--- src/hw/rtl/cau_pkg.sv ---
// shared types, opcodes, status codes and helper functions for the complex
// arithmetic unit; no dependencies
package cau_pkg;

  // fixed-point format of operands and results
  localparam int FRAC_BITS = 16;

  // opcodes
  localparam logic [2:0] OP_ADD = 3'd0;
  localparam logic [2:0] OP_SUB = 3'd1;
  localparam logic [2:0] OP_MUL = 3'd2;
  localparam logic [2:0] OP_DIV = 3'd3;
  localparam logic [2:0] OP_EQ  = 3'd4;
  localparam logic [2:0] OP_MAG = 3'd5;
  localparam logic [2:0] OP_ANG = 3'd6;

  // status codes
  localparam logic [1:0] ST_OK   = 2'd0;
  localparam logic [1:0] ST_DIV0 = 2'd1;
  localparam logic [1:0] ST_SAT  = 2'd2;

  // chain cell: quotient bit per part, root bit, rotation in the first cells
  localparam int NCELL        = 32;
  localparam int CIDX_W       = $clog2(NCELL);
  localparam int CORDIC_STEPS = 25;
  localparam int LATENCY      = NCELL + 5;

  // angle datapath
  localparam int ANG_FRAC      = 24;
  localparam int ANG_SH        = ANG_FRAC - FRAC_BITS;
  localparam int DEG_HALF_TURN = 180;
  localparam int XW            = 60;
  localparam int ZW            = 34;
  localparam longint ANG_QUARTER = longint'(DEG_HALF_TURN / 2) << ANG_FRAC;
  localparam longint ANG_RND     = (longint'(1) << ANG_SH) >> 1;
  localparam longint MUL_HALF    = longint'(1) << (FRAC_BITS - 1);

  typedef struct packed {
    logic [2:0]         req_type;
    logic signed [31:0] a_re;
    logic signed [31:0] a_im;
    logic signed [31:0] b_re;
    logic signed [31:0] b_im;
  } in_item_t;

  typedef struct packed {
    logic signed [31:0] res_re;
    logic signed [31:0] res_im;
    logic               equal_flag;
    logic [1:0]         status;
  } out_item_t;

  // word carried along the cell chain
  typedef struct packed {
    logic [2:0]            op;
    logic                  eq;
    logic signed [31:0]    sum_re;
    logic signed [31:0]    sum_im;
    logic                  sum_sat;
    logic                  neg_re;
    logic                  neg_im;
    logic [63:0]           mag_re;
    logic [63:0]           mag_im;
    logic [63:0]           den;
    logic                  den_zero;
    logic                  ovf_re;
    logic                  ovf_im;
    logic [63:0]           rem_re;
    logic [63:0]           rem_im;
    logic [31:0]           bits_re;
    logic [31:0]           bits_im;
    logic [31:0]           q_re;
    logic [31:0]           q_im;
    logic [63:0]           sq_s;
    logic [33:0]           sq_rem;
    logic [31:0]           sq_res;
    logic                  ang_zero;
    logic signed [XW-1:0]  cx;
    logic signed [XW-1:0]  cy;
    logic signed [ZW-1:0]  cz;
  } cell_t;

  typedef struct packed {
    logic signed [31:0] val;
    logic               sat;
  } fm_t;

  // signed value from sign and magnitude, clamped to 32 bits
  function automatic fm_t from_mag(input logic neg, input logic [64:0] mag);
    fm_t r;
    r.sat = 1'b0;
    r.val = '0;
    if (neg) begin
      if (mag > 65'h080000000) begin
        r.sat = 1'b1;
        r.val = 32'sh80000000;
      end else begin
        r.val = 32'(~mag + 65'd1);
      end
    end else begin
      if (mag > 65'h07FFFFFFF) begin
        r.sat = 1'b1;
        r.val = 32'sh7FFFFFFF;
      end else begin
        r.val = mag[31:0];
      end
    end
    return r;
  endfunction

  // arctangent of 2^-i in degrees, Q24
  function automatic logic signed [ZW-1:0] atan_q24(input logic [CIDX_W-1:0] i);
    logic signed [ZW-1:0] v;
    case (i)
      5'd0:  v = ZW'(754974720);
      5'd1:  v = ZW'(445687602);
      5'd2:  v = ZW'(235489088);
      5'd3:  v = ZW'(119537938);
      5'd4:  v = ZW'(60000934);
      5'd5:  v = ZW'(30029717);
      5'd6:  v = ZW'(15018523);
      5'd7:  v = ZW'(7509720);
      5'd8:  v = ZW'(3754917);
      5'd9:  v = ZW'(1877466);
      5'd10: v = ZW'(938734);
      5'd11: v = ZW'(469367);
      5'd12: v = ZW'(234684);
      5'd13: v = ZW'(117342);
      5'd14: v = ZW'(58671);
      5'd15: v = ZW'(29335);
      5'd16: v = ZW'(14668);
      5'd17: v = ZW'(7334);
      5'd18: v = ZW'(3667);
      5'd19: v = ZW'(1833);
      5'd20: v = ZW'(917);
      5'd21: v = ZW'(458);
      5'd22: v = ZW'(229);
      5'd23: v = ZW'(115);
      5'd24: v = ZW'(57);
      default: v = '0;
    endcase
    return v;
  endfunction

endpackage

--- src/hw/rtl/cau_cell.sv ---
// one chain cell: quotient bit per part, root bit, rotation in the first cells
// depends on cau_pkg
module cau_cell import cau_pkg::*; (
  input  logic              clk,
  input  logic              rst_n,
  input  logic [CIDX_W-1:0] idx,
  input  logic              in_valid,
  input  cell_t             in_d,
  output logic              out_valid,
  output cell_t             out_d
);

  logic  valid_r;
  cell_t d_r, d_nxt;
  logic [64:0] t_re, t_im;
  logic [35:0] sq_t;
  logic [33:0] sq_trial;
  logic signed [XW-1:0] xs, ys;

  always_comb begin
    d_nxt = in_d;

    // restoring divide step, real part
    t_re = {in_d.rem_re, in_d.bits_re[31]};
    if (t_re >= {1'b0, in_d.den}) begin
      d_nxt.rem_re = 64'(t_re - {1'b0, in_d.den});
      d_nxt.q_re   = {in_d.q_re[30:0], 1'b1};
    end else begin
      d_nxt.rem_re = t_re[63:0];
      d_nxt.q_re   = {in_d.q_re[30:0], 1'b0};
    end
    d_nxt.bits_re = {in_d.bits_re[30:0], 1'b0};

    // restoring divide step, imaginary part
    t_im = {in_d.rem_im, in_d.bits_im[31]};
    if (t_im >= {1'b0, in_d.den}) begin
      d_nxt.rem_im = 64'(t_im - {1'b0, in_d.den});
      d_nxt.q_im   = {in_d.q_im[30:0], 1'b1};
    end else begin
      d_nxt.rem_im = t_im[63:0];
      d_nxt.q_im   = {in_d.q_im[30:0], 1'b0};
    end
    d_nxt.bits_im = {in_d.bits_im[30:0], 1'b0};

    // square root step, two radicand bits
    sq_t     = {in_d.sq_rem, in_d.sq_s[63:62]};
    sq_trial = {in_d.sq_res, 2'b01};
    if (sq_t >= 36'(sq_trial)) begin
      d_nxt.sq_rem = 34'(sq_t - 36'(sq_trial));
      d_nxt.sq_res = {in_d.sq_res[30:0], 1'b1};
    end else begin
      d_nxt.sq_rem = sq_t[33:0];
      d_nxt.sq_res = {in_d.sq_res[30:0], 1'b0};
    end
    d_nxt.sq_s = {in_d.sq_s[61:0], 2'b00};

    // vectoring rotation, only in the first cells
    xs = in_d.cx >>> idx;
    ys = in_d.cy >>> idx;
    if (idx < CIDX_W'(CORDIC_STEPS)) begin
      if (!in_d.cy[XW-1]) begin
        d_nxt.cx = in_d.cx + ys;
        d_nxt.cy = in_d.cy - xs;
        d_nxt.cz = in_d.cz + atan_q24(idx);
      end else begin
        d_nxt.cx = in_d.cx - ys;
        d_nxt.cy = in_d.cy + xs;
        d_nxt.cz = in_d.cz - atan_q24(idx);
      end
    end
  end

  always_ff @(posedge clk) begin
    if (!rst_n) begin
      valid_r <= 1'b0;
    end else begin
      valid_r <= in_valid;
    end
  end

  always_ff @(posedge clk) begin
    d_r <= d_nxt;
  end

  assign out_valid = valid_r;
  assign out_d     = d_r;

endmodule

--- config.mk ---
export PLATFORM = sky130hd
export DESIGN_NAME = cau_cell
export DESIGN_NICKNAME = d
export VERILOG_FILES = /design/src/hw/rtl/cau_pkg.sv /design/src/hw/rtl/cau_cell.sv
export SDC_FILE = /design/constraint.sdc
export NUM_CORES = 2
export LEC_CHECK = 0
export ABC_AREA = 0
export BUFFER_PORTS_ARGS = -buffer_cell sky130_fd_sc_hd__buf_4
export CORE_AREA = 4 4 638 640
export CTS_BUF_LIST = sky130_fd_sc_hd__clkbuf_4
export CTS_CLUSTER_DIAMETER = 200
export CTS_CLUSTER_SIZE = 40
export DETAILED_ROUTE_END_ITERATION = 8
export DIE_AREA = 0 0 642 644
export PLACE_DENSITY_LB_ADDON = 0.12
export SLEW_MARGIN = 20
export SYNTH_ARGS = -nofsm -noshare
export SYNTH_HDL_FRONTEND = slang
export SYNTH_SLANG_ARGS = --single-unit
--- constraint.sdc ---
create_clock -name clk -period 8.2 [get_ports clk]
set_input_delay 1.23 -clock clk [delete_from_list [all_inputs] [get_ports clk]]
set_output_delay 1.23 -clock clk [all_outputs]
set_load 0.02 [all_outputs]
==> impl_metrics.json <==
{
  "cts_sinks": 804,
  "powerDensity_mw_per_mm2": 180.7,
  "ys_async_sr_fraction": 0,
  "ys_ff_latch": 804,
  "startpoint_type": "input port",
  "critPathArrivalTime_ps": 8660,
  "placementRows": 233,
  "synth_cells": 5584,
  "p_leak_nw": 35.78,
  "cts_setup_buffers": 0,
  "yosys_warnings": 0,
  "whs_ps": 265.1,
  "port_buffers": 1616,
  "drv_slew": 0,
  "status": "completed",
  "drtIter0Drc": 3206,
  "synth_area_mm2": 0.04930,
  "hold_path_class": "in -> reg",
  "grt-ovfl-total": 0,
  "synth_edf_count": 0,
  "final_nets": 9606,
  "ios": 1623,
  "finalHoldViolCount": 0,
  "antenna_found_initial": 161,
  "max_clock_freq_mhz": 129.4,
  "cts_tree": "built",
  "routedWlPerCell_um": 29.70,
  "die_y_um": 644,
  "area_growth_syn_to_layout_pct": 64.15,
  "slew_headroom": 0.2648,
  "final_cell_mix": "2,366 x buf_4, 804 x dfxtp_1, 724 x dlygate4sd3_1",
  "final_common_cell": "buf_4",
  "synth_cell_types": 96,
  "track_usage": 0.1896,
  "required_ps": 9130,
  "dp_hpwl_um": 359600,
  "dp_cells": 12977,
  "path_clk_slew_ps": 370,
  "whs_path_depth": 3,
  "crit_fanout": 3,
  "worstSetupEndpointType": "flop",
  "synth.yosys.seq_area_share": 0.3265,
  "hold_start": "in_d[78]",
  "viasPerCell": 4.018,
  "cpMaxStageDelayCell": "dlygate4sd3_1",
  "drc": 0,
  "fp.dieArea_mm2": 0.4134,
  "critPathMostFrequentCell": "buf_4",
  "ant_nets": 0,
  "period_needed_ps": 7728,
  "vdd_drop_max_v": 0.0001703,
  "setup_viol": 0,
  "start_util": 0.1228,
  "power_mw": 14.63,
  "rsz0062_at_grt": "false",
  "numCtsBuffers": 35,
  "worst_pin_slew_ps": 1093,
  "grt_max_degree": 117,
  "min_period_over_period": 0.9424,
  "cpPeakStageDelay_ps": 640,
  "first_pass_iters": 5,
  "grt_pass1_vias": 56723,
  "synth_ff_type": "dfxtp_1",
  "min_delay_worst_endpoint": "out_d[78]$_DFF_P_",
  "syn_avg_cell_area_um2": 8.828,
  "dr_total_vias": 55583,
  "place.gp.congestion": 0.9854,
  "core_mm2": 0.4014,
  "routed_wl_um": 410900,
  "grt_pass1_wl_um": 536700,
  "cap_violations": 0,
  "cts_buffer_depth": 3,
  "die_x_um": 642,
  "path_class": "in -> reg",
  "fin_cells": 13834,
  "h-tree-depth": 2,
  "clock-root-buffer": "clkbuf_4",
  "layout-drive-gt1-share": 0.3275,
  "n_fill_cell": 44862
}
-- cell usage after synthesis (26+ instances only) --
| cell type | instances | share of area |
|---|---|---|
| o21bai_1 | 26 | 0.0040 |
| dfxtp_1 | 804 | 0.33 |
| o211ai_1 | 34 | 0.0052 |
| clkbuf_1 | 161 | 0.012 |
| and3_1 | 35 | 0.0044 |
| nand3_1 | 88 | 0.0089 |
| o21ai_0 | 303 | 0.031 |
| nor2_1 | 515 | 0.039 |
| inv_1 | 185 | 0.014 |
| a21oi_1 | 629 | 0.064 |
| a21o_1 | 198 | 0.030 |
| nor3_1 | 87 | 0.0088 |
| buf_4 | 27 | 0.0041 |
| o21a_1 | 58 | 0.0088 |
| mux4_2 | 132 | 0.060 |
| mux2_2 | 128 | 0.029 |
| buf_2 | 58 | 0.0059 |
| o31ai_1 | 28 | 0.0043 |
| nand4_1 | 61 | 0.0077 |
| nor2b_1 | 61 | 0.0077 |
| nand2b_1 | 68 | 0.0086 |
| xor2_1 | 177 | 0.031 |
| a31oi_1 | 83 | 0.011 |
| mux2i_1 | 145 | 0.029 |
| xnor2_1 | 219 | 0.039 |
| a211oi_1 | 51 | 0.0078 |
| nand2_1 | 429 | 0.033 |
| and2_1 | 34 | 0.0043 |
| ha_1 | 335 | 0.085 |
| o22ai_1 | 38 | 0.0048 |
-- critical path: cells and delay by family --
kind | cells | cell delay (ps)
AO/OA/AOI/OAI | 10 | 2410
buffers and inverters | 8 | 1850
AND/OR/NAND/NOR | 9 | 1770
adder cells (fa/ha/maj) | 2 | 580
multiplexers | 1 | 470
XOR/XNOR | 2 | 290
-- report_power, final --
group,internal (mW),switching (mW)
clock network,0.375,1.72
registers,4.52,0.298
logic,3.25,4.46
total,8.14,6.48
-- sequential cells by signal (all words and copies together), names as in the netlist --
register and cells:
out_d 803, out_valid 1
-- final cells by class --
| cell class | instances | area, um2 | share of cell area |
|---|---|---|---|
| diodes | 75 | 187.7 | 0.002319 |
| clock buffers | 35 | 262.8 | 0.003247 |
| clock inverters | 23 | 465.4 | 0.005752 |
| inverters | 188 | 714.4 | 0.008829 |
| multi-input cells | 4311 | 31180 | 0.3853 |
| flip-flops and latches | 804 | 16100 | 0.1989 |
| well taps | 5287 | 6615 | 0.08175 |
| repair buffers | 3111 | 25400 | 0.3139 |
-- metrics by stage --
stage                     area [um2]  worst slack (ps)  TNS [ps]  utilization
final                          80920             472.4         0       0.2016
after global routing           80830             67.47         0       0.2013
after CTS                      80720             285.7         0       0.2011
after detailed placement       72750            -646.7     -8328       0.1812
after global placement         72750            -614.4     -8315       0.1812
after floorplan                49310             565.8         0            -
-- per-layer routing --
layer / routed length [um] / track usage
met5: 500 / 0
met1: 159200 / 0.2113
met2: 206900 / 0.3428
met3: 16410 / 0.02830
met4: 27930 / 0.1068
-- worst max-delay path by stage --
stage	from	end	cells past startpoint
final	in_d[47]	out_d[149]$_DFF_P_	32
after global routing	in_d[47]	out_d[149]$_DFF_P_	33
after CTS	in_d[47]	out_d[149]$_DFF_P_	32
after detailed placement	idx[1]	out_d[149]$_DFF_P_	30
after global placement	idx[1]	out_d[149]$_DFF_P_	30
after floorplan	idx[0]	out_d[33]$_DFF_P_	33
-- cell families (layout without fill, tap and decap cells) --
family / after synthesis / in the layout / synth area share
AO/OA/AOI/OAI: 1651 / 1651 / 0.2071
other: 1 / 79 / 0.00007607
buffers and inverters: 472 / 3357 / 0.04216
adder cells (fa/ha/maj): 340 / 340 / 0.08706
flip-flops: 804 / 804 / 0.3265
AND/OR/NAND/NOR: 1505 / 1505 / 0.1427
multiplexers: 415 / 415 / 0.1240
XOR/XNOR: 396 / 396 / 0.07036
-- timing repair --
item	4_1_cts	5_1_grt
gates resized for setup	0	4
setup endpoints to repair	0	7
hold endpoints to repair	710	0
hold buffers	724	0
No activity file was read; power rests on OpenSTA's default activity.
