[config.mk]
export PLATFORM = sky130hd
export DESIGN_NAME = cau_post
export DESIGN_NICKNAME = d
export VERILOG_FILES = /design/src/hw/rtl/cau_pkg.sv /design/src/hw/rtl/cau_post.sv
export SDC_FILE = /design/constraint.sdc
export NUM_CORES = 1
export LEC_CHECK = 0
export BUFFER_PORTS_ARGS = -buffer_cell sky130_fd_sc_hd__buf_2
export CAP_MARGIN = 20
export CORE_AREA = 3 3 338 340
export CTS_BUF_LIST = sky130_fd_sc_hd__clkbuf_16
export CTS_CLUSTER_DIAMETER = 150
export DETAILED_ROUTE_END_ITERATION = 8
export DIE_AREA = 0 0 341 343
export PLACE_DENSITY_LB_ADDON = 0.15
export SLEW_MARGIN = 0
export SYNTH_ARGS = -nofsm -noshare
export SYNTH_HDL_FRONTEND = slang
export SYNTH_SLANG_ARGS = --single-unit
export TNS_END_PERCENT = 10
[constraint.sdc]
create_clock -name clk -period 13.9 [get_ports clk]
set_input_delay 0.695 -clock clk [delete_from_list [all_inputs] [get_ports clk]]
set_output_delay 0.695 -clock clk [all_outputs]
set_load 0.05 [all_outputs]
[src/hw/rtl/cau_pkg.sv]
// shared types, opcodes, status codes and helper functions for the complex
// arithmetic unit; no dependencies
package cau_pkg;

  // fixed-point format of operands and results
  localparam int FRAC_BITS = 16;

  // opcodes
  localparam logic [2:0] OP_ADD = 3'd0;
  localparam logic [2:0] OP_SUB = 3'd1;
  localparam logic [2:0] OP_MUL = 3'd2;
  localparam logic [2:0] OP_DIV = 3'd3;
  localparam logic [2:0] OP_EQ  = 3'd4;
  localparam logic [2:0] OP_MAG = 3'd5;
  localparam logic [2:0] OP_ANG = 3'd6;

  // status codes
  localparam logic [1:0] ST_OK   = 2'd0;
  localparam logic [1:0] ST_DIV0 = 2'd1;
  localparam logic [1:0] ST_SAT  = 2'd2;

  // chain cell: quotient bit per part, root bit, rotation in the first cells
  localparam int NCELL        = 32;
  localparam int CIDX_W       = $clog2(NCELL);
  localparam int CORDIC_STEPS = 25;
  localparam int LATENCY      = NCELL + 5;

  // angle datapath
  localparam int ANG_FRAC      = 24;
  localparam int ANG_SH        = ANG_FRAC - FRAC_BITS;
  localparam int DEG_HALF_TURN = 180;
  localparam int XW            = 60;
  localparam int ZW            = 34;
  localparam longint ANG_QUARTER = longint'(DEG_HALF_TURN / 2) << ANG_FRAC;
  localparam longint ANG_RND     = (longint'(1) << ANG_SH) >> 1;
  localparam longint MUL_HALF    = longint'(1) << (FRAC_BITS - 1);

  typedef struct packed {
    logic [2:0]         req_type;
    logic signed [31:0] a_re;
    logic signed [31:0] a_im;
    logic signed [31:0] b_re;
    logic signed [31:0] b_im;
  } in_item_t;

  typedef struct packed {
    logic signed [31:0] res_re;
    logic signed [31:0] res_im;
    logic               equal_flag;
    logic [1:0]         status;
  } out_item_t;

  // word carried along the cell chain
  typedef struct packed {
    logic [2:0]            op;
    logic                  eq;
    logic signed [31:0]    sum_re;
    logic signed [31:0]    sum_im;
    logic                  sum_sat;
    logic                  neg_re;
    logic                  neg_im;
    logic [63:0]           mag_re;
    logic [63:0]           mag_im;
    logic [63:0]           den;
    logic                  den_zero;
    logic                  ovf_re;
    logic                  ovf_im;
    logic [63:0]           rem_re;
    logic [63:0]           rem_im;
    logic [31:0]           bits_re;
    logic [31:0]           bits_im;
    logic [31:0]           q_re;
    logic [31:0]           q_im;
    logic [63:0]           sq_s;
    logic [33:0]           sq_rem;
    logic [31:0]           sq_res;
    logic                  ang_zero;
    logic signed [XW-1:0]  cx;
    logic signed [XW-1:0]  cy;
    logic signed [ZW-1:0]  cz;
  } cell_t;

  typedef struct packed {
    logic signed [31:0] val;
    logic               sat;
  } fm_t;

  // signed value from sign and magnitude, clamped to 32 bits
  function automatic fm_t from_mag(input logic neg, input logic [64:0] mag);
    fm_t r;
    r.sat = 1'b0;
    r.val = '0;
    if (neg) begin
      if (mag > 65'h080000000) begin
        r.sat = 1'b1;
        r.val = 32'sh80000000;
      end else begin
        r.val = 32'(~mag + 65'd1);
      end
    end else begin
      if (mag > 65'h07FFFFFFF) begin
        r.sat = 1'b1;
        r.val = 32'sh7FFFFFFF;
      end else begin
        r.val = mag[31:0];
      end
    end
    return r;
  endfunction

  // arctangent of 2^-i in degrees, Q24
  function automatic logic signed [ZW-1:0] atan_q24(input logic [CIDX_W-1:0] i);
    logic signed [ZW-1:0] v;
    case (i)
      5'd0:  v = ZW'(754974720);
      5'd1:  v = ZW'(445687602);
      5'd2:  v = ZW'(235489088);
      5'd3:  v = ZW'(119537938);
      5'd4:  v = ZW'(60000934);
      5'd5:  v = ZW'(30029717);
      5'd6:  v = ZW'(15018523);
      5'd7:  v = ZW'(7509720);
      5'd8:  v = ZW'(3754917);
      5'd9:  v = ZW'(1877466);
      5'd10: v = ZW'(938734);
      5'd11: v = ZW'(469367);
      5'd12: v = ZW'(234684);
      5'd13: v = ZW'(117342);
      5'd14: v = ZW'(58671);
      5'd15: v = ZW'(29335);
      5'd16: v = ZW'(14668);
      5'd17: v = ZW'(7334);
      5'd18: v = ZW'(3667);
      5'd19: v = ZW'(1833);
      5'd20: v = ZW'(917);
      5'd21: v = ZW'(458);
      5'd22: v = ZW'(229);
      5'd23: v = ZW'(115);
      5'd24: v = ZW'(57);
      default: v = '0;
    endcase
    return v;
  endfunction

endpackage

[src/hw/rtl/cau_post.sv]
// back end: rounding, saturation and result selection into the output register
// depends on cau_pkg
module cau_post import cau_pkg::*; (
  input  logic      clk,
  input  logic      rst_n,
  input  logic      in_valid,
  input  cell_t     in_d,
  output logic      out_valid,
  output out_item_t out_item
);

  localparam logic signed [34:0] A_MAX = 35'sd2147483647;
  localparam logic signed [34:0] A_MIN = -35'sd2147483648;

  logic      valid_r;
  out_item_t item_r, item_nxt;
  logic      sat;
  fm_t       fm_re, fm_im;
  logic [64:0] mm_re, mm_im;
  logic      rb_re, rb_im, rb_sq;
  logic signed [34:0] a_sum, a_rnd;

  always_comb begin
    item_nxt = '0;
    sat      = 1'b0;
    fm_re    = '0;
    fm_im    = '0;
    mm_re    = '0;
    mm_im    = '0;
    rb_re    = ({in_d.rem_re, 1'b0} >= {1'b0, in_d.den});
    rb_im    = ({in_d.rem_im, 1'b0} >= {1'b0, in_d.den});
    rb_sq    = (in_d.sq_rem > 34'(in_d.sq_res));
    a_sum    = 35'(in_d.cz) + 35'(ANG_RND);
    a_rnd    = a_sum >>> ANG_SH;

    case (in_d.op)
      OP_ADD, OP_SUB: begin
        item_nxt.res_re = in_d.sum_re;
        item_nxt.res_im = in_d.sum_im;
        sat             = in_d.sum_sat;
      end
      OP_MUL: begin
        // round half away from zero on the magnitude
        mm_re = ({1'b0, in_d.mag_re} + 65'(MUL_HALF)) >> FRAC_BITS;
        mm_im = ({1'b0, in_d.mag_im} + 65'(MUL_HALF)) >> FRAC_BITS;
        fm_re = from_mag(in_d.neg_re, mm_re);
        fm_im = from_mag(in_d.neg_im, mm_im);
        item_nxt.res_re = fm_re.val;
        item_nxt.res_im = fm_im.val;
        sat             = fm_re.sat | fm_im.sat;
      end
      OP_DIV: begin
        if (!in_d.den_zero) begin
          mm_re = {33'd0, in_d.q_re} + 65'(rb_re);
          mm_im = {33'd0, in_d.q_im} + 65'(rb_im);
          fm_re = from_mag(in_d.neg_re, mm_re);
          fm_im = from_mag(in_d.neg_im, mm_im);
          // quotient beyond the chain's reach always clamps
          if (in_d.ovf_re) begin
            fm_re.val = in_d.neg_re ? 32'sh80000000 : 32'sh7FFFFFFF;
            fm_re.sat = 1'b1;
          end
          if (in_d.ovf_im) begin
            fm_im.val = in_d.neg_im ? 32'sh80000000 : 32'sh7FFFFFFF;
            fm_im.sat = 1'b1;
          end
          item_nxt.res_re = fm_re.val;
          item_nxt.res_im = fm_im.val;
          sat             = fm_re.sat | fm_im.sat;
        end
      end
      OP_EQ: begin
        item_nxt.equal_flag = in_d.eq;
      end
      OP_MAG: begin
        fm_re = from_mag(1'b0, 65'(in_d.sq_res) + 65'(rb_sq));
        item_nxt.res_re = fm_re.val;
        sat             = fm_re.sat;
      end
      OP_ANG: begin
        if (!in_d.ang_zero) begin
          if (a_rnd > A_MAX) begin
            item_nxt.res_re = 32'sh7FFFFFFF;
            sat             = 1'b1;
          end else if (a_rnd < A_MIN) begin
            item_nxt.res_re = 32'sh80000000;
            sat             = 1'b1;
          end else begin
            item_nxt.res_re = a_rnd[31:0];
          end
        end
      end
      default: begin
        item_nxt = '0;
      end
    endcase

    // status, divide by zero wins
    if (in_d.op == OP_DIV && in_d.den_zero) item_nxt.status = ST_DIV0;
    else if (sat)                           item_nxt.status = ST_SAT;
    else                                    item_nxt.status = ST_OK;
  end

  always_ff @(posedge clk) begin
    if (!rst_n) begin
      valid_r <= 1'b0;
    end else begin
      valid_r <= in_valid;
    end
  end

  always_ff @(posedge clk) begin
    item_r <= item_nxt;
  end

  assign out_valid = valid_r;
  assign out_item  = item_r;

endmodule

==> results of run 1 <==
[Yosys cell counts, types with 29 or more instances]
cell type  count
a21o_1        68
a21oi_1      106
a221oi_1      40
and2_1        29
and3_1        56
and4_1        31
buf_2         33
clkbuf_1      81
dfxtp_1       68
ha_1         176
inv_1        143
nand2_1      193
nand2b_1      29
nand3_1      130
nand4_1      122
nor2_1       167
nor3_1        73
nor4_1        73
o21ai_0      104
or3_1         32
xnor2_1      149
xor2_1        87
[power by group through the flow]
| stage | clock (mW) | sequential, mW | combinational, mW |
|---|---|---|---|
| detailed placement | 0 | 0.225 | 0.596 |
| global route | 0.261 | 0.223 | 0.654 |
| global placement | 0 | 0.225 | 0.598 |
| finish | 0.248 | 0.221 | 0.597 |
| floorplan | 0 | 0.286 | 0.266 |
| CTS | 0.258 | 0.222 | 0.599 |
[cell families (layout without fill, tap and decap cells)]
logic type / Yosys count / after routing / synth area share
AO/OA/AOI/OAI: 634 / 634 / 0.264
XOR/XNOR: 236 / 236 / 0.120
adder cells (fa/ha/maj): 176 / 176 / 0.128
buffers and inverters: 269 / 777 / 0.0634
flip-flops: 68 / 68 / 0.0790
multiplexers: 14 / 14 / 0.00850
other: 0 / 20 / 0
AND/OR/NAND/NOR: 1064 / 1064 / 0.337
[area by class of cell]
type                    instances  area (sq um)
fillers                     13100         89800
multi-input cells            2124         14800
repair buffers                618          3160
well taps                    1500          1880
flip-flops and latches         68          1360
inverters                     144           541
clock buffers                   9           225
clock inverters                 6          66.3
diodes                         20          50.0
[metal layers]
layer / part of all wire / GRT usage
met1: 0.44 / 0.232
met2: 0.42 / 0.277
met3: 0.11 / 0.0830
met4: 0.021 / 0.0414
met5: 0.0046 / 0
[state kept, by name, indices dropped and copies added, names as in the netlist]
name / count
out_item: 67
out_valid: 1
[path summary, 6_finish.rpt]
kind	startpoint	to	cells after the start
max	in_d[604]	out_item[6]$_DFF_P_	20
min	rst_n	out_valid$_SDFF_PN0_	2
[metrics by stage]
step,area (sq um),worst slack (ps)
finish,22100,5500
global route,22000,5070
CTS,22000,5470
detailed placement,21700,5120
global placement,21700,4980
floorplan,17200,7910
[cells in the final DEF (no fill, tap or decap), drive strengths merged, types with 68 or more instances in the layout]
master / instances
inv: 143
o21ai: 108
a21oi: 106
nand3: 131
nor3: 76
ha: 176
xnor2: 149
nor2: 167
nor4: 78
dfxtp: 68
xor2: 87
a21o: 68
nand2: 193
nand4: 124
buf: 617
==> results.ini, run 1 <==
[floorplan]
rows=123
die_x_um=341
io_pins=878
design.die.area_sq_um=117000
die_h_um=343
core_sq_um=112000
start_util=0.154

[clock_tree]
cts_resized=0
root_buffer=clkbuf_16
clock_path_buffers=2
cts_hold_buffers=0
cts_max_level=3
post_cts_buffers=0
cts_inserted_buffers=9
tritoncts=built
cts.sinks=68
path_clk_slew_ps=70

[power_and_ir_drop]
switchingPower_uw=510
ir_drop_v=0.0000636
total_leakage_power_nw=9.19
clockPowerShare=0.233
internal_power_uw=556
power_mw=1.07
combPwrFrac=0.560
powerDensity_nw_per_um2=48.3
pwr-share-seq=0.207
p_sw_frac=0.478

[setup_path]
cp_data_arrival_time_ps=8640
cp_common_cell=ha_1
cp-start-kind=input port
critPathTopFamily=simple AND/OR/NAND/NOR gates
cp.required_ps=14150
timing_worst_setup_path_type=input port to flop
path_cells=buf_2, inv_1, ha_1, nand4b_1, nor4_1, nand2_1, or3_1, o21ai_0, ha_1, ha_1, and3_1, nand4_1, nor4b_1, o211ai_1, or4_1, nor4_2, a21boi_1, a21boi_2, a221oi_1, o21ai_0
path_buf_inv=2
max_stage_delay_ps=790
cpMaxStageDelayCell=a21boi_2
cp_max_fo=16
cp-end-kind=flop

[logic_synthesis]
synth.area.top_cells=ha_1 (13%), dfxtp_1 (7.9%), xnor2_1 (7.6%), nand4_1 (4.4%), xor2_1 (4.4%)
yosysTopAreaCellShare=0.128
ys_seq_elements=68
synth.distinct_cells=92
synth_top_area_cell=ha_1
synth_edf_count=0
syn_area_per_cell_sq_um=7.00
synthArstFlopShare=0
synth.cell_area_sq_um=17200
yosys_most_used_dff=dfxtp_1
syn_nets=3447
netlist_instances=2461
yosysSeqAreaShare=0.0790
yosysWarnings=0

[final_layout]
layout-drive-gt1-share=0.230
nets=3951
area_delta_synth_final_pct=28.2
stdcell_count=4489
final_util=0.197

[global_route]
grt_pass1_wl_um=155000
grt_max_degree=47
grtUsageTotal=0.181
antenna_found_initial=72
grt_pass1_vias=21200
grt_overflow_total=0

[outcome]
status=finished, final reports clean

[placed_design]
routabilityCongestion=0.921
io_buffers=592
dp_hpwl_um=97000
dp.cells=4452

[sta]
fin_crit_sh=0.604
slew_headroom=0.290
min_period_ps=8400
fin_tns_setup_ps=0
whs_ps=517
slew_viol_final=0
fmaxAchievable_mhz=119
hold_viol=0
rsz0062_at_grt=no
setup_viol=0
worst_pin_slew_ps=1060

[job]
max_cap_viol_count=0

[route]
drtPass1Iterations=5
drt-initial-drc-count=1752
vias=21600
via_per_inst=4.82
ant_nets=0
wl_per_cell_um=24.8
drc_errors=0
wirelength_um=111000

[worst_hold_path]
min-delay-path-class=input port to flop

Power figures use the tool's default switching activity.
==> inputs of run 2 (changes only) <==
ABC_AREA = 1   (was not set)
CORE_AREA = 3 3 339 341   (was 3 3 338 340)
DIE_AREA = 0 0 342 344   (was 0 0 341 343)
clock period = 6.9 ns   (was 13.9 ns; I/O delays follow)
==> run 2 against run 1 <==
Net effect:
- wire length rose by 4.0%
- core utilization rose by 2.1 points
- final cell count rose by 30%
- first-iteration DRC count fell by 1.8%
- largest cell class unchanged
==> results.ini, run 2 <==
[outcome]
status=finished, final reports clean

[setup_path]
cp_common_cell=nand2_1
cpMaxStageDelayCell=nor4_1
cp-start-kind=input port
cp_max_fo=6
cp-end-kind=flop
cp_data_arrival_time_ps=5990
cp.required_ps=7130
timing_worst_setup_path_type=input port to flop
max_stage_delay_ps=670

[logic_synthesis]
yosysWarnings=0
synth.mux.area_fraction=0
synth_commonest_cells=nand2_1 (1,272), nor2_1 (511), inv_1 (459)
synth_top_family_by_area=simple AND/OR/NAND/NOR gates
netlist_instances=3760
synth.distinct_cells=57
synthArstFlopShare=0
yosysSeqAreaShare=0.0698
synth_top_area_cell=nand2_1
yosysTopAreaCellShare=0.245
synth-adder-area-share=0.113
syn_nets=4746
syn_area_per_cell_sq_um=5.19
synth_edf_count=0
yosys_most_used_dff=dfxtp_1
ys_seq_elements=68
yosysMostFrequentCell=nand2_1
synth_compound_area_frac=0.117
synth.area.top_cells=nand2_1 (24%), ha_1 (11%), nand3_1 (10%), nor2_1 (9.8%), inv_1 (8.8%)
yosys.area_share.simple=0.557
synth.cell_area_sq_um=19500
synthXorXnorAreaFrac=0.0337

[placed_design]
dp_hpwl_um=103000
dp_slack_ps=661
io_buffers=592
routabilityCongestion=0.907
postPlaceCellArea_sq_um=24200
dp.cells=5808

[floorplan]
die_h_um=344
rows=123
io_pins=878
core_sq_um=112000
design.die.area_sq_um=118000
die_x_um=342
start_util=0.174

[route]
vias=26200
ant_nets=0
drc_errors=0
via_per_inst=4.49
wirelength_um=116000
drt-initial-drc-count=1720
wl_per_cell_um=19.8
drtPass1Iterations=5

[power_and_ir_drop]
powerDensity_nw_per_um2=90.2
power_mw=2.21
total_leakage_power_nw=12.3
ir_drop_v=0.000136

[sta]
slew_viol_final=0
rsz0062_at_grt=no
slew_headroom=0.289
layout_setup_ws_ps=1140
min_period_ps=5760
hold_viol=0
worst_pin_slew_ps=1060
setup_viol=0
fin_tns_setup_ps=0
fmaxAchievable_mhz=174
fin_crit_sh=0.835
whs_ps=131

[clock_tree]
path_clk_slew_ps=80
cts_resized=0
cts_hold_buffers=0
tritoncts=built
clock_path_buffers=2
cts.sinks=68
post_cts_buffers=0
root_buffer=clkbuf_16
cts_inserted_buffers=9
cts_max_level=3

[global_route]
grt_max_degree=41
grt_pass1_vias=24500
grtUsageTotal=0.187
antenna_found_initial=58
grt_pass1_wl_um=163000
grt_overflow_total=0

[job]
max_cap_viol_count=0

[final_layout]
largest_reg_flops=67
stdcell_count=5840
final_cell_area_sq_um=24500
nets=5305
layout.cells.most_common=nand2_1
area_delta_synth_final_pct=25.6
mostFrequentLayoutCells=nand2_1 (1,272), buf_2 (592), nor2_1 (510)
final_util=0.218
layout-drive-gt1-share=0.177

[worst_hold_path]
min-delay-path-class=input port to flop

[run 2: changes by cell type after synthesis, sizes merged, moves of 39 or more]
cell | before | now
a221oi | 40 | 1
and3 | 56 | 1
nand2 | 193 | 1301
nand3 | 131 | 422
a21o | 68 | 4
nor2 | 167 | 572
clkbuf | 84 | 32
inv | 143 | 476
xnor2 | 149 | 10
nor4 | 78 | 15
[run 2: final timing paths]
kind / startpoint / end / slack [ps] / cells past startpoint
worst min-delay path: in_valid / out_valid$_SDFF_PN0_ / 130 / 3
worst max-delay path: in_d[607] / out_item[66]$_DFF_P_ / 1140 / 29
[run 2: routing by layer]
| layer | global-route usage | wire length [um] | vias up | part of all wire |
|---|---|---|---|---|
| met3 | 0.0304 | 6950 | 117 | 0.060 |
| li1 | - | - | 13400 | - |
| met5 | 0 | 106 | - | 0.00092 |
| met4 | 0.0344 | 2240 | 18 | 0.019 |
| met2 | 0.318 | 53800 | 810 | 0.46 |
| met1 | 0.249 | 52600 | 11800 | 0.45 |
[run 2: cells by family (layout without fill, tap and decap cells)]
kind of cell / Yosys count / in the layout
xor+xnor: 75 / 75
simple gates: 2511 / 2511
other cells: 0 / 16
buf+inv: 542 / 1106
compound gates: 388 / 388
flops: 68 / 68
fa+ha+maj: 176 / 176
[run 2: layout make-up]
| cell class | count | area [sq um] |
|---|---|---|
| multi-input combinational | 3150 | 16000 |
| timing repair buffer | 608 | 3080 |
| inverter | 482 | 1810 |
| sequential | 68 | 1360 |
| antenna | 16 | 40.0 |
| fill | 13400 | 87700 |
| clock inverter | 7 | 76.3 |
| clock buffer | 9 | 225 |
| tap | 1500 | 1880 |
[run 2: critical path: cells and delay by family]
family          cells  cell delay (ps)
fa+ha+maj           3              800
simple gates       18             3700
buf+inv             5              310
xor+xnor            1              130
compound gates      2              700
[run 2: report_power, final]
group | total [mW] | internal [mW] | switching [mW]
Sequential | 0.448 | 0.429 | 0.0191
Combinational | 1.24 | 0.387 | 0.851
Clock | 0.526 | 0.283 | 0.243
Total | 2.21 | 1.10 | 1.11
